`src/rtl/fvp_pkg.sv`:
```
// Shared types, constants and arithmetic helpers for the fisheye vertex projector.
package fvp_pkg;

  localparam int COORD_W   = 20;
  localparam int SUB_W     = 20;
  localparam int COEF_W    = 16;
  localparam int ROOT_W    = COORD_W;
  localparam int PL2_W     = 2 * COORD_W;
  localparam int CORDIC_N  = 16;
  localparam int CORDIC_SH = 12;
  localparam int CX_W      = COORD_W + 16;
  localparam int ANG_W     = 20;
  localparam int THETA_W   = 17;
  localparam int T2_W      = 18;
  localparam int T4_W      = 19;
  localparam int T6_W      = 20;
  localparam int T8_W      = 22;
  localparam int KP_W      = 40;
  localparam int FAC_W     = 31;
  localparam int TF_W      = THETA_W + 1 + FAC_W;
  localparam int CD_W      = 32;
  localparam int DIV_N     = 32;
  localparam int NUM_W     = ROOT_W + DIV_N;
  localparam int QUO_W     = DIV_N + 1;
  localparam int PU_W      = 32;
  localparam int MU_W      = SUB_W + QUO_W;
  localparam int MU2_W     = PU_W + SUB_W + 1;
  localparam int ADDR_W    = 6;
  localparam int DATA_W    = 64;

  localparam logic signed [ANG_W-1:0]   HALF_PI     = ANG_W'(102944);
  localparam logic signed [COORD_W-1:0] MINUS_ONE   = COORD_W'(-256);
  localparam logic signed [63:0]        NEAR_MARGIN = 64'sd26;
  localparam logic signed [63:0]        ONE_Q16     = 64'sd65536;

  localparam logic [47:0] ROT_X_RST  = 48'h0000_0000_4000;
  localparam logic [47:0] ROT_Y_RST  = 48'h0000_4000_0000;
  localparam logic [47:0] ROT_Z_RST  = 48'h4000_0000_0000;
  localparam logic [59:0] TRANS_RST  = 60'd0;
  localparam logic [63:0] DIST_RST   = 64'd0;
  localparam logic [59:0] INTR_RST   = 60'd72057594037928192;
  localparam logic [59:0] LIMITS_RST = 60'd2814752451461146;

  typedef enum logic [2:0] {
    REG_ROT_X, REG_ROT_Y, REG_ROT_Z, REG_TRANS,
    REG_DIST, REG_INTR_U, REG_INTR_V, REG_LIMITS
  } reg_idx_t;

  typedef struct packed {
    logic [2:0][2:0][COEF_W-1:0] rot;
    logic [2:0][SUB_W-1:0]       tr;
    logic [3:0][COEF_W-1:0]      dcoef;
    logic [SUB_W-1:0]            fx;
    logic [SUB_W-1:0]            cx;
    logic [SUB_W-1:0]            rw;
    logic [SUB_W-1:0]            fy;
    logic [SUB_W-1:0]            cy;
    logic [SUB_W-1:0]            rh;
    logic [SUB_W-1:0]            off;
    logic [SUB_W-1:0]            tw;
    logic [SUB_W-1:0]            th;
  } cfg_t;

  typedef struct packed {
    logic signed [COORD_W-1:0] c0;
    logic signed [COORD_W-1:0] c1;
    logic [COORD_W-1:0]        dabs;
    logic [ROOT_W-1:0]         planar;
    logic                      vis;
    logic                      near;
    logic                      axis;
  } side_t;

  typedef struct packed {
    logic signed [COORD_W-1:0] tex_u;
    logic signed [COORD_W-1:0] tex_v;
    logic                      alpha;
  } tex_t;

  // round half up, then arithmetic shift
  function automatic logic signed [63:0] rnd_sh(input logic signed [63:0] v,
                                                input int unsigned sh);
    return (v + (64'sd1 <<< (sh - 1))) >>> sh;
  endfunction

  function automatic logic signed [63:0] sat64(input logic signed [63:0] v,
                                               input int unsigned bits);
    logic signed [63:0] hi;
    logic signed [63:0] lo;
    hi = (64'sd1 <<< (bits - 1)) - 64'sd1;
    lo = -hi - 64'sd1;
    if (v > hi) return hi;
    if (v < lo) return lo;
    return v;
  endfunction

  function automatic logic signed [COORD_W-1:0] sat_coord(input logic signed [63:0] v);
    return COORD_W'(sat64(v, COORD_W));
  endfunction

endpackage

```
`src/rtl/fvp_isqrt.sv`:
```
// Pipelined integer square root, one root bit per stage.
module fvp_isqrt (
  input  logic                         clk,
  input  logic                         rst,
  input  logic                         en,
  input  logic                         in_valid,
  input  logic [fvp_pkg::PL2_W-1:0]    radicand,
  input  fvp_pkg::side_t               in_side,
  output logic                         out_valid,
  output fvp_pkg::side_t               out_side
);
  import fvp_pkg::*;

  logic [ROOT_W:0]   vld;
  logic [ROOT_W+1:0] rem_q  [ROOT_W+1];
  logic [ROOT_W-1:0] root_q [ROOT_W+1];
  logic [PL2_W-1:0]  rad_q  [ROOT_W+1];
  side_t             side_q [ROOT_W+1];
  logic [ROOT_W+3:0] acc    [ROOT_W];
  logic [ROOT_W+3:0] trial  [ROOT_W];
  logic [ROOT_W+3:0] diff   [ROOT_W];

  always_comb begin
    for (int s = 0; s < ROOT_W; s++) begin
      acc[s]   = {rem_q[s], rad_q[s][PL2_W-1 -: 2]};
      trial[s] = {2'b00, root_q[s], 2'b01};
      diff[s]  = acc[s] - trial[s];
    end
  end

  always_ff @(posedge clk) begin
    if (rst) begin
      vld <= '0;
    end else if (en) begin
      vld <= {vld[ROOT_W-1:0], in_valid};
    end
  end

  always_ff @(posedge clk) begin
    if (en) begin
      rem_q[0]  <= '0;
      root_q[0] <= '0;
      rad_q[0]  <= radicand;
      side_q[0] <= in_side;
      for (int s = 0; s < ROOT_W; s++) begin
        if (acc[s] >= trial[s]) begin
          rem_q[s+1]  <= diff[s][ROOT_W+1:0];
          root_q[s+1] <= {root_q[s][ROOT_W-2:0], 1'b1};
        end else begin
          rem_q[s+1]  <= acc[s][ROOT_W+1:0];
          root_q[s+1] <= {root_q[s][ROOT_W-2:0], 1'b0};
        end
        rad_q[s+1]  <= rad_q[s] << 2;
        side_q[s+1] <= side_q[s];
      end
    end
  end

  assign out_valid = vld[ROOT_W];

  always_comb begin
    out_side        = side_q[ROOT_W];
    out_side.planar = root_q[ROOT_W];
  end

endmodule

```
`config.mk`:
```
export PLATFORM = sky130hd
export DESIGN_NAME = fvp_isqrt
export DESIGN_NICKNAME = d
export VERILOG_FILES = /design/src/rtl/fvp_pkg.sv /design/src/rtl/fvp_isqrt.sv
export SDC_FILE = /design/constraint.sdc
export NUM_CORES = 2
export LEC_CHECK = 0
export BUFFER_PORTS_ARGS = -buffer_cell sky130_fd_sc_hd__buf_2
export CAP_MARGIN = 30
export CORE_MARGIN = 2
export CORE_UTILIZATION = 40
export DETAILED_ROUTE_END_ITERATION = 8
export GPL_TIMING_DRIVEN = 0
export MAX_ROUTING_LAYER = met4
export PLACE_DENSITY = 0.57
export SLEW_MARGIN = 15
export SYNTH_ARGS = -nofsm -noshare
export SYNTH_HDL_FRONTEND = slang
export SYNTH_SLANG_ARGS = --single-unit
export TNS_END_PERCENT = 20
```
`constraint.sdc`:
```
create_clock -name clk -period 2.9 [get_ports clk]
set_input_delay 0.29 -clock clk [delete_from_list [all_inputs] [get_ports clk]]
set_output_delay 0.29 -clock clk [all_outputs]
set_load 0.005 [all_outputs]
```
==> results.json <==
{
  "outcome": "finished with violations",
  "violations": "negative setup slack",
  "dp.cells": 7956,
  "timing.rr.start": "rem_q[4][0]$_DFFE_PP_",
  "drive_above_1_share_pct": 14.9,
  "htree_levels": 4,
  "avgViaCountPerCell": 4.70,
  "io_pins": 211,
  "drtAntennaViolNets": 0,
  "grt-ovfl-total": 0,
  "tritoncts": "yes",
  "slowest_stage": "o41a_1",
  "p_int_uw": 61700,
  "drc_errors": 0,
  "final_nets": 5869,
  "multi_input_area_um2": 15600,
  "wl_per_cell_um": 15.6,
  "fin_ws_ns": -0.0988,
  "drv_slew": 0,
  "max_freq_mhz": 333,
  "timing.hold.ws_ns": 0.0451,
  "cts.sinks": 2364,
  "r2r_setup_slack_ns": -0.1,
  "cp-start-kind": "register",
  "initial_utilization_pct": 40.1,
  "p_per_area_nw_per_um2": 772,
  "period_share_pct": 103,
  "hpwl_um": 81500,
  "rsz0062_at_grt": "yes",
  "seqPwrFrac_pct": 52.7,
  "syn_nets": 5248,
  "critical_path_class": "register to register",
  "path_depth": 10,
  "fillers": 18000,
  "grt_pass1_wl_um": 211000,
  "die_h_um": 470,
  "synth_largest_area_cell": "edfxtp_1",
  "seq_area_frac_synth_pct": 81.3,
  "dr.pass1.iters": 5,
  "cp_data_arrival_time_ns": 3.60,
  "async_flop_share_pct": 0,
  "p_sw_share_pct": 22.5,
  "final_cell_area_um2": 103000,
  "die-area_um2": 221000,
  "antenna_found_initial": 4,
  "setup-violations-final": 19,
  "grt_max_degree": 141,
  "synth-edff-count": 2342,
  "netlist_area_um2": 87000,
  "area_growth_pct": 18.6,
  "max-vdd-ir-drop_mv": 0.648,
  "fin_util_pct": 47.6,
  "cp.required_ns": 3.50,
  "rows": 171,
  "yosys_warnings": 0,
  "switchingPower_uw": 18000,
  "die_width_um": 470,
  "p_leak_uw": 0.0373,
  "synthCells": 4889,
  "end_kind": "register",
  "slew_headroom_pct": 34.1,
  "port_buffers": 190,
  "hold_class": "input port to register",
  "dpl_cell_area_um2": 92100,
  "clock_power_share_pct": 38.5,
  "critPathBufInv": 2,
  "clkLatencyLatePin_ns": 0.89,
  "r2r-end": "rem_q[4][26]$_DFFE_PP_",
  "worst_slew_pin_slew_ns": 0.972,
  "cp_max_fo": 7,
  "globalplace.congestion": 0.909,
  "min_period_ns": 3.00,
  "drtIter0Drc": 2481,
  "avgSynthCellArea_um2": 17.8,
  "yosysTopAreaCellShare_pct": 80.8,
  "track_usage_pct": 12.2,
  "synthTopCellsByCount": "2342 x edfxtp_1, 276 x inv_1, 235 x nand2_1",
  "synth_area_leaders": "edfxtp_1 81%, ha_1 3.3%, xor2_1 1.5%",
  "numCtsBuffers": 238,
  "maxCapViolCount": 0,
  "path_cells": "ha_4, nor2b_4, o31a_1, o41a_1, o31ai_1, nand2_1, a21oi_4, buf_12, buf_6, mux2_4",
  "coreArea_um2": 217000,
  "synth_cell_type_count": 83,
  "finalNonFillerCells": 8572,
  "synthMostInstantiatedCell": "edfxtp_1",
  "cts-root-buf": "clkbuf_16",
  "dp_slack_ns": -2.76,
  "final-hold-violation-count": 0,
  "cp-endpoint": "rem_q[4][26]$_DFFE_PP_",
  "power_frac_comb_pct": 8.7,
  "worstRegToRegCells": 10,
  "finalClockSkew_ns": 0.0919,
  "ys_ff_latch": 2364,
  "clkTransAtPathRegs_ns": 0.06,
  "vias": 40300,
  "cp-startpoint": "rem_q[4][0]$_DFFE_PP_",
  "grt_pass1_vias": 40700,
  "cp_top_family": "compound AO/OA/AOI/OAI gates",
  "routed_wl_um": 133000,
  "max_stage_delay_ns": 0.46,
  "seq_area_um2": 70800,
  "clock_path_buffers": 3,
  "ys.flop_type": "edfxtp_1"
}
-- worst min-delay path by stage --
stage | start | end | slack [ns] | cells after the start
2_1_floorplan | rst | vld[20]$_SDFFE_PP0P_ | 0.36 | 1
3_3_place_gp | side_q[15][61]$_DFFE_PP_ | side_q[16][61]$_DFFE_PP_ | 0.40 | 0
3_5_place_dp | rad_q[0][61]$_DFFE_PP_ | rad_q[0][103]$_DFFE_PP_ | 0.40 | 0
4_1_cts | in_side[38] | side_q[0][38]$_DFFE_PP_ | 0.0008 | 2
5_1_grt | in_side[46] | side_q[0][46]$_DFFE_PP_ | 0.03 | 2
6_report | en | side_q[1][49]$_DFFE_PP_ | 0.05 | 2
-- state kept, by name, indices dropped and copies added, names as in the netlist --
| signal | count |
|---|---|
| side_q | 1323 |
| rem_q | 390 |
| rad_q | 420 |
| root_q | 210 |
| vld | 21 |
-- cell usage in the layout (no fill, tap or decap), types with 106 or more instances in the layout --
cell / count
dlygate4sd3_1: 122
xor2_1: 153
a21oi_1: 179
o21ai_1: 106
xnor2_1: 148
nand2_1: 235
clkbuf_16: 240
edfxtp_1: 2342
inv_1: 275
buf_2: 193
ha_1: 201
nor2_1: 221
-- metrics by stage --
stage                     power, uW  setup TNS, ns
after CTS                     80700         -0.606
final                         79700         -0.764
after detailed placement      49100       -2162.66
after floorplan               46800              0
after global routing          83200          -5.40
after global placement        50200              -
-- routing by layer --
| layer | wire length (um) | global-route usage, % | up-vias |
|---|---|---|---|
| li1 | - | - | 19800 |
| met1 | 56000 | 14.0 | 19500 |
| met2 | 67300 | 20.8 | 687 |
| met3 | 5000 | 2.55 | 335 |
| met4 | 5040 | 5.29 | 0 |
| met5 | 0 | - | - |
-- power by group through the flow --
stage               Combinational (uW)  Clock, uW  Sequential (uW)
floorplan                         4480          0            42300
global placement                  6160          0            44000
detailed placement                6370          0            42700
CTS                               6790      31900            42000
global route                      7800      33200            42300
finish                            6970      30700            42000
-- kinds of logic after synthesis --
family	after synthesis	synth area share, %
XOR/XNOR	301	3.03
AO/OA/AOI/OAI	654	4.69
multiplexers	64	0.784
adder cells (fa/ha/maj)	232	3.34
buffers and inverters	382	1.76
flip-flops	2364	81.3
AND/OR/NAND/NOR	892	5.07
-- cell type report --
class	instances	share of cell area (%)
multi-input combinational	2143	15.1
inverter	283	1.03
clock inverter	163	1.86
clock buffer	284	5.94
timing repair buffer	385	3.47
buffer	95	0.565
tap	2854	3.46
sequential	2364	68.6
antenna	1	0.00242
-- what timing repair did --
item	in CTS	in global routing
resized for setup	105	113
hold endpoints to repair	258	0
buffers inserted	5	25
endpoints found under the setup margin	1346	202
cloned	12	2
pin swaps	12	24
hold buffers	127	0
Power figures use the tool's default switching activity.
