<file path="config.mk">
export PLATFORM = sky130hd
export DESIGN_NAME = fvp_cordic
export DESIGN_NICKNAME = d
export VERILOG_FILES = /design/src/rtl/fvp_pkg.sv /design/src/rtl/fvp_cordic.sv
export SDC_FILE = /design/constraint.sdc
export NUM_CORES = 2
export LEC_CHECK = 0
export BUFFER_PORTS_ARGS = -buffer_cell sky130_fd_sc_hd__buf_4
export CORE_ASPECT_RATIO = 1.5
export CORE_MARGIN = 2
export CORE_UTILIZATION = 38
export CTS_CLUSTER_SIZE = 28
export DETAILED_ROUTE_END_ITERATION = 10
export GPL_TIMING_DRIVEN = 0
export PLACE_DENSITY = 0.52
export SYNTH_ARGS = -nofsm -noshare
export SYNTH_HDL_FRONTEND = slang
export SYNTH_SLANG_ARGS = --single-unit
</file>
<file path="constraint.sdc">
create_clock -name clk -period 13.2 [get_ports clk]
set_input_delay 0.66 -clock clk [delete_from_list [all_inputs] [get_ports clk]]
set_output_delay 0.66 -clock clk [all_outputs]
set_load 0.02 [all_outputs]
</file>
<file path="src/rtl/fvp_pkg.sv">
// Shared types, constants and arithmetic helpers for the fisheye vertex projector.
package fvp_pkg;

  localparam int COORD_W   = 20;
  localparam int SUB_W     = 20;
  localparam int COEF_W    = 16;
  localparam int ROOT_W    = COORD_W;
  localparam int PL2_W     = 2 * COORD_W;
  localparam int CORDIC_N  = 16;
  localparam int CORDIC_SH = 12;
  localparam int CX_W      = COORD_W + 16;
  localparam int ANG_W     = 20;
  localparam int THETA_W   = 17;
  localparam int T2_W      = 18;
  localparam int T4_W      = 19;
  localparam int T6_W      = 20;
  localparam int T8_W      = 22;
  localparam int KP_W      = 40;
  localparam int FAC_W     = 31;
  localparam int TF_W      = THETA_W + 1 + FAC_W;
  localparam int CD_W      = 32;
  localparam int DIV_N     = 32;
  localparam int NUM_W     = ROOT_W + DIV_N;
  localparam int QUO_W     = DIV_N + 1;
  localparam int PU_W      = 32;
  localparam int MU_W      = SUB_W + QUO_W;
  localparam int MU2_W     = PU_W + SUB_W + 1;
  localparam int ADDR_W    = 6;
  localparam int DATA_W    = 64;

  localparam logic signed [ANG_W-1:0]   HALF_PI     = ANG_W'(102944);
  localparam logic signed [COORD_W-1:0] MINUS_ONE   = COORD_W'(-256);
  localparam logic signed [63:0]        NEAR_MARGIN = 64'sd26;
  localparam logic signed [63:0]        ONE_Q16     = 64'sd65536;

  localparam logic [47:0] ROT_X_RST  = 48'h0000_0000_4000;
  localparam logic [47:0] ROT_Y_RST  = 48'h0000_4000_0000;
  localparam logic [47:0] ROT_Z_RST  = 48'h4000_0000_0000;
  localparam logic [59:0] TRANS_RST  = 60'd0;
  localparam logic [63:0] DIST_RST   = 64'd0;
  localparam logic [59:0] INTR_RST   = 60'd72057594037928192;
  localparam logic [59:0] LIMITS_RST = 60'd2814752451461146;

  typedef enum logic [2:0] {
    REG_ROT_X, REG_ROT_Y, REG_ROT_Z, REG_TRANS,
    REG_DIST, REG_INTR_U, REG_INTR_V, REG_LIMITS
  } reg_idx_t;

  typedef struct packed {
    logic [2:0][2:0][COEF_W-1:0] rot;
    logic [2:0][SUB_W-1:0]       tr;
    logic [3:0][COEF_W-1:0]      dcoef;
    logic [SUB_W-1:0]            fx;
    logic [SUB_W-1:0]            cx;
    logic [SUB_W-1:0]            rw;
    logic [SUB_W-1:0]            fy;
    logic [SUB_W-1:0]            cy;
    logic [SUB_W-1:0]            rh;
    logic [SUB_W-1:0]            off;
    logic [SUB_W-1:0]            tw;
    logic [SUB_W-1:0]            th;
  } cfg_t;

  typedef struct packed {
    logic signed [COORD_W-1:0] c0;
    logic signed [COORD_W-1:0] c1;
    logic [COORD_W-1:0]        dabs;
    logic [ROOT_W-1:0]         planar;
    logic                      vis;
    logic                      near;
    logic                      axis;
  } side_t;

  typedef struct packed {
    logic signed [COORD_W-1:0] tex_u;
    logic signed [COORD_W-1:0] tex_v;
    logic                      alpha;
  } tex_t;

  // round half up, then arithmetic shift
  function automatic logic signed [63:0] rnd_sh(input logic signed [63:0] v,
                                                input int unsigned sh);
    return (v + (64'sd1 <<< (sh - 1))) >>> sh;
  endfunction

  function automatic logic signed [63:0] sat64(input logic signed [63:0] v,
                                               input int unsigned bits);
    logic signed [63:0] hi;
    logic signed [63:0] lo;
    hi = (64'sd1 <<< (bits - 1)) - 64'sd1;
    lo = -hi - 64'sd1;
    if (v > hi) return hi;
    if (v < lo) return lo;
    return v;
  endfunction

  function automatic logic signed [COORD_W-1:0] sat_coord(input logic signed [63:0] v);
    return COORD_W'(sat64(v, COORD_W));
  endfunction

endpackage

</file>
<file path="src/rtl/fvp_cordic.sv">
// Pipelined CORDIC vectoring stages producing the off-axis angle.
module fvp_cordic (
  input  logic                              clk,
  input  logic                              rst,
  input  logic                              en,
  input  logic                              in_valid,
  input  fvp_pkg::side_t                    in_side,
  output logic                              out_valid,
  output logic signed [fvp_pkg::ANG_W-1:0]  angle,
  output fvp_pkg::side_t                    out_side
);
  import fvp_pkg::*;

  function automatic logic signed [ANG_W-1:0] atan_q16(input logic [3:0] i);
    case (i)
      4'd0:    return ANG_W'(51472);
      4'd1:    return ANG_W'(30385);
      4'd2:    return ANG_W'(16055);
      4'd3:    return ANG_W'(8150);
      4'd4:    return ANG_W'(4091);
      4'd5:    return ANG_W'(2047);
      4'd6:    return ANG_W'(1024);
      4'd7:    return ANG_W'(512);
      4'd8:    return ANG_W'(256);
      4'd9:    return ANG_W'(128);
      4'd10:   return ANG_W'(64);
      4'd11:   return ANG_W'(32);
      4'd12:   return ANG_W'(16);
      4'd13:   return ANG_W'(8);
      4'd14:   return ANG_W'(4);
      default: return ANG_W'(2);
    endcase
  endfunction

  logic [CORDIC_N:0]        vld;
  logic signed [CX_W-1:0]   x_q [CORDIC_N+1];
  logic signed [CX_W-1:0]   y_q [CORDIC_N+1];
  logic signed [ANG_W-1:0]  z_q [CORDIC_N+1];
  side_t                    side_q [CORDIC_N+1];
  logic signed [CX_W-1:0]   dx [CORDIC_N];
  logic signed [CX_W-1:0]   dy [CORDIC_N];

  always_comb begin
    for (int s = 0; s < CORDIC_N; s++) begin
      dx[s] = x_q[s] >>> s;
      dy[s] = y_q[s] >>> s;
    end
  end

  always_ff @(posedge clk) begin
    if (rst) begin
      vld <= '0;
    end else if (en) begin
      vld <= {vld[CORDIC_N-1:0], in_valid};
    end
  end

  always_ff @(posedge clk) begin
    if (en) begin
      x_q[0]    <= $signed(CX_W'({in_side.dabs, CORDIC_SH'(0)}));
      y_q[0]    <= $signed(CX_W'({in_side.planar, CORDIC_SH'(0)}));
      z_q[0]    <= '0;
      side_q[0] <= in_side;
      for (int s = 0; s < CORDIC_N; s++) begin
        if (y_q[s] > 0) begin
          x_q[s+1] <= x_q[s] + dy[s];
          y_q[s+1] <= y_q[s] - dx[s];
          z_q[s+1] <= z_q[s] + atan_q16(4'(s));
        end else begin
          x_q[s+1] <= x_q[s] - dy[s];
          y_q[s+1] <= y_q[s] + dx[s];
          z_q[s+1] <= z_q[s] - atan_q16(4'(s));
        end
        side_q[s+1] <= side_q[s];
      end
    end
  end

  assign out_valid = vld[CORDIC_N];
  assign angle     = z_q[CORDIC_N];
  assign out_side  = side_q[CORDIC_N];

endmodule

</file>
==> run_results.csv <==
group,metric,value,unit
run_status,status,"finished, violations left",
run_status,violations,"capacitance limit, slew limit",
synthesis,postSynthAreaPerCell,11.8,µm²
critical_path,cp_common_cell,"buf_16",
route,routed-wl-met3,12100,µm
timing,final.setup.tns,0,ns
synthesis,ys_types,101,
route,top_layer,"met5",
route,wl_met2,217000,µm
route,wl_per_cell,21.7,µm
cells_and_area,drive_gt1_share,6.94,%
timing,skew,0.0900,ns
timing,final_hold_viol_count,0,
synthesis,ys_top_cells_by_area,"edfxtp_1, ha_1, xnor2_1",
synthesis,ys_warn_count,0,
critical_path,cp_slowest_cell,"buf_2",
cells_and_area,fin_area,167000,µm²
synthesis,syn_inst,12500,
floorplan,core,390000,µm²
synthesis,async_flop_share,0,%
timing,finalMaxSlewViolations,19,
critical_path,cp.required,13.87,ns
synthesis,netlist_area,148000,µm²
cells_and_area,final_cell_mix,"edfxtp_1, ha_1, xnor2_1",
cells_and_area,fin_nets,14400,
timing,hold_ws,0.141,ns
floorplan,rows,281,
route,drt_pass1_iterations,5,
job,drv_cap,2,
clock_tree,clk_pin_slew,0.06,ns
global_route,grt_usage,19.7,%
cells_and_area,final_common_cell,"edfxtp_1",
synthesis,synth_top_area_cell,"edfxtp_1",
clock_tree,ctsHtreeMaxLevel,5,
placement,gp_congestion,0.963,
route,vias,98200,
critical_path,cpPeakStageDelay,0.84,ns
timing,tightest_slew,1.57,ns
timing,fmax,0.100,GHz
clock_tree,root_buffer,"clkbuf_16",
timing,max-slew-margin-rel,-4.58,%
clock_tree,cts_tree,"done",
clock_tree,cts_max_path_buffers,4,
synthesis,synth_top_cell_area_share,53.4,%
timing,finalSetupViolCount,0,
global_route,grt_max_degree,199,
floorplan,dieArea,395000,µm²
route,ant_nets,0,
clock_tree,cts_buffers,279,
placement,io_buffers,188,
cells_and_area,area_delta_synth_final,12.7,%
critical_path,endpoint_kind,"flip-flop",
floorplan,die_h,769,µm
clock_tree,holdBufCountCts,85,
critical_path,worstSetupStartpointType,"primary input",
timing,rsz0062_at_grt,"no",
clock_tree,cts_setup_buffers,0,
global_route,antenna_found_initial,10,
clock_tree,insertion_delay,0.96,ns
route,remaining_drc_errors,0,
route,routed_wl,400000,µm
critical_path,crit_type,"in2reg",
synthesis,synth.ff_latch_count,2657,
global_route,grt_overflow,0,
route,drt-met1-wl,145000,µm
clock_tree,cts_resized,0,
floorplan,floorplan.initialDensity,38.1,%
placement,dpl.hpwl,313000,µm
synthesis,synth_edf_count,2640,
global_route,grt_pass1_wl,599000,µm
cells_and_area,final_util,42.9,%
worst_hold_path,hold_path_class,"in2reg",
critical_path,crit_path_cell_trace,"buf_16 > buf_16 > buf_16 > clkbuf_2 > buf_2 > clkbuf_2 > o21ai_1 > inv_2 > buf_1 > buf_16 > nor2_1 > xnor2_1 > ha_1 > o21a_1 > o31a_1 > o41ai_1 > a21oi_1 > a2111oi_2 > nor4b_1 > o41ai_1 > a21oi_1 > or4_1 > a31oi_1 > xnor2_1",
route,drt-initial-drc-count,6144,
timing,fin_crit_sh,75.7,%
clock_tree,cts_sinks,2657,
placement,dpl_cell_area,157000,µm²
floorplan,die_w,514,µm
synthesis,synthFlopType,"edfxtp_1",
synthesis,yosysSeqAreaShare,53.7,%
critical_path,cp_max_fo,179,
synthesis,syn_nets,13800,
global_route,grt_pass1_vias,99900,
route,vias_per_cell,5.33,
floorplan,io_pins,191,
timing,min_period,9.99,ns
critical_path,arrival,10.65,ns
-- routing by layer --
layer / vias to the layer above / global-route usage [%]
met5: - / 0
met3: 930 / 2.10
met4: 2 / 11.6
met2: 2041 / 38.2
met1: 47300 / 20.1
li1: 48000 / -
-- cell usage after synthesis (all sizes together) (48+ instances only) --
| library cell | instances |
|---|---|
| a211oi | 81 |
| a21boi | 51 |
| a21o | 460 |
| a21oi | 1008 |
| a31oi | 89 |
| and2 | 48 |
| and3 | 79 |
| buf | 105 |
| clkbuf | 174 |
| edfxtp | 2640 |
| ha | 1160 |
| inv | 511 |
| mux2i | 59 |
| nand2 | 618 |
| nand2b | 146 |
| nand3 | 193 |
| nand4 | 60 |
| nor2 | 896 |
| nor2b | 140 |
| nor3 | 274 |
| nor4 | 112 |
| o21a | 159 |
| o21ai | 663 |
| o21bai | 143 |
| o31ai | 169 |
| o41ai | 81 |
| or2 | 61 |
| or3 | 122 |
| or4 | 61 |
| xnor2 | 1049 |
| xor2 | 590 |
-- cells by family after synthesis --
logic type               count (synthesis)  share of synthesized area (%)
AO/OA/AOI/OAI                         3248                           14.0
adder cells (fa/ha/maj)               1200                           10.3
other                                    1                        0.00253
flip-flops                            2657                           53.7
multiplexers                            93                          0.656
XOR/XNOR                              1639                           9.69
AND/OR/NAND/NOR                       2892                           9.46
buffers and inverters                  795                           2.24
-- per-stage QoR --
| stage | std cells | worst slack, ns |
|---|---|---|
| after CTS | 18400 | 2.94 |
| after detailed placement | 17800 | 1.97 |
| after floorplan | 12500 | 6.80 |
| final | 18400 | 3.21 |
| after global placement | 17800 | -11.76 |
| after global routing | 18400 | 2.49 |
-- state kept, by name, indices dropped and copies added (netlist names) --
signal and count:
side_q 1411, vld 17, x_q 449, y_q 496
z_q 284
-- final cells by class --
cell class / instances / area, µm²
fillers: 36100 / 222000
flip-flops and latches: 2657 / 79600
multi-input cells: 9073 / 65400
clock buffers: 322 / 7290
well taps: 5094 / 6370
repair buffers: 301 / 2980
clock inverters: 179 / 2050
inverters: 516 / 1940
plain buffers: 279 / 1440
diodes: 3 / 7.51
-- final timing paths --
| kind | startpoint | to | slack, ns | cells after the start |
|---|---|---|---|---|
| worst max-delay path | en | x_q[9][35] | 3.21 | 24 |
| worst min-delay path | en | side_q[0][296] | 0.14 | 1 |
| worst max register to register | y_q[6][11] | y_q[7][33] | 3.35 | 23 |
| worst min register to register | side_q[0][153] | side_q[0][236] | 0.39 | 0 |
-- worst max-delay path: cells and delay by family --
family                     cells  cell delay (ns)
buffers and inverters          9             4.78
adders and majority gates      1             0.36
AOI/OAI and AO/OA              9             3.28
and+or+nand+nor                3             0.66
xor gates and xnor gates       2             0.23
Power is left out: the tool's default activity adds up to more than one toggle a clock period on the data nets, which glitch-free logic cannot reach.
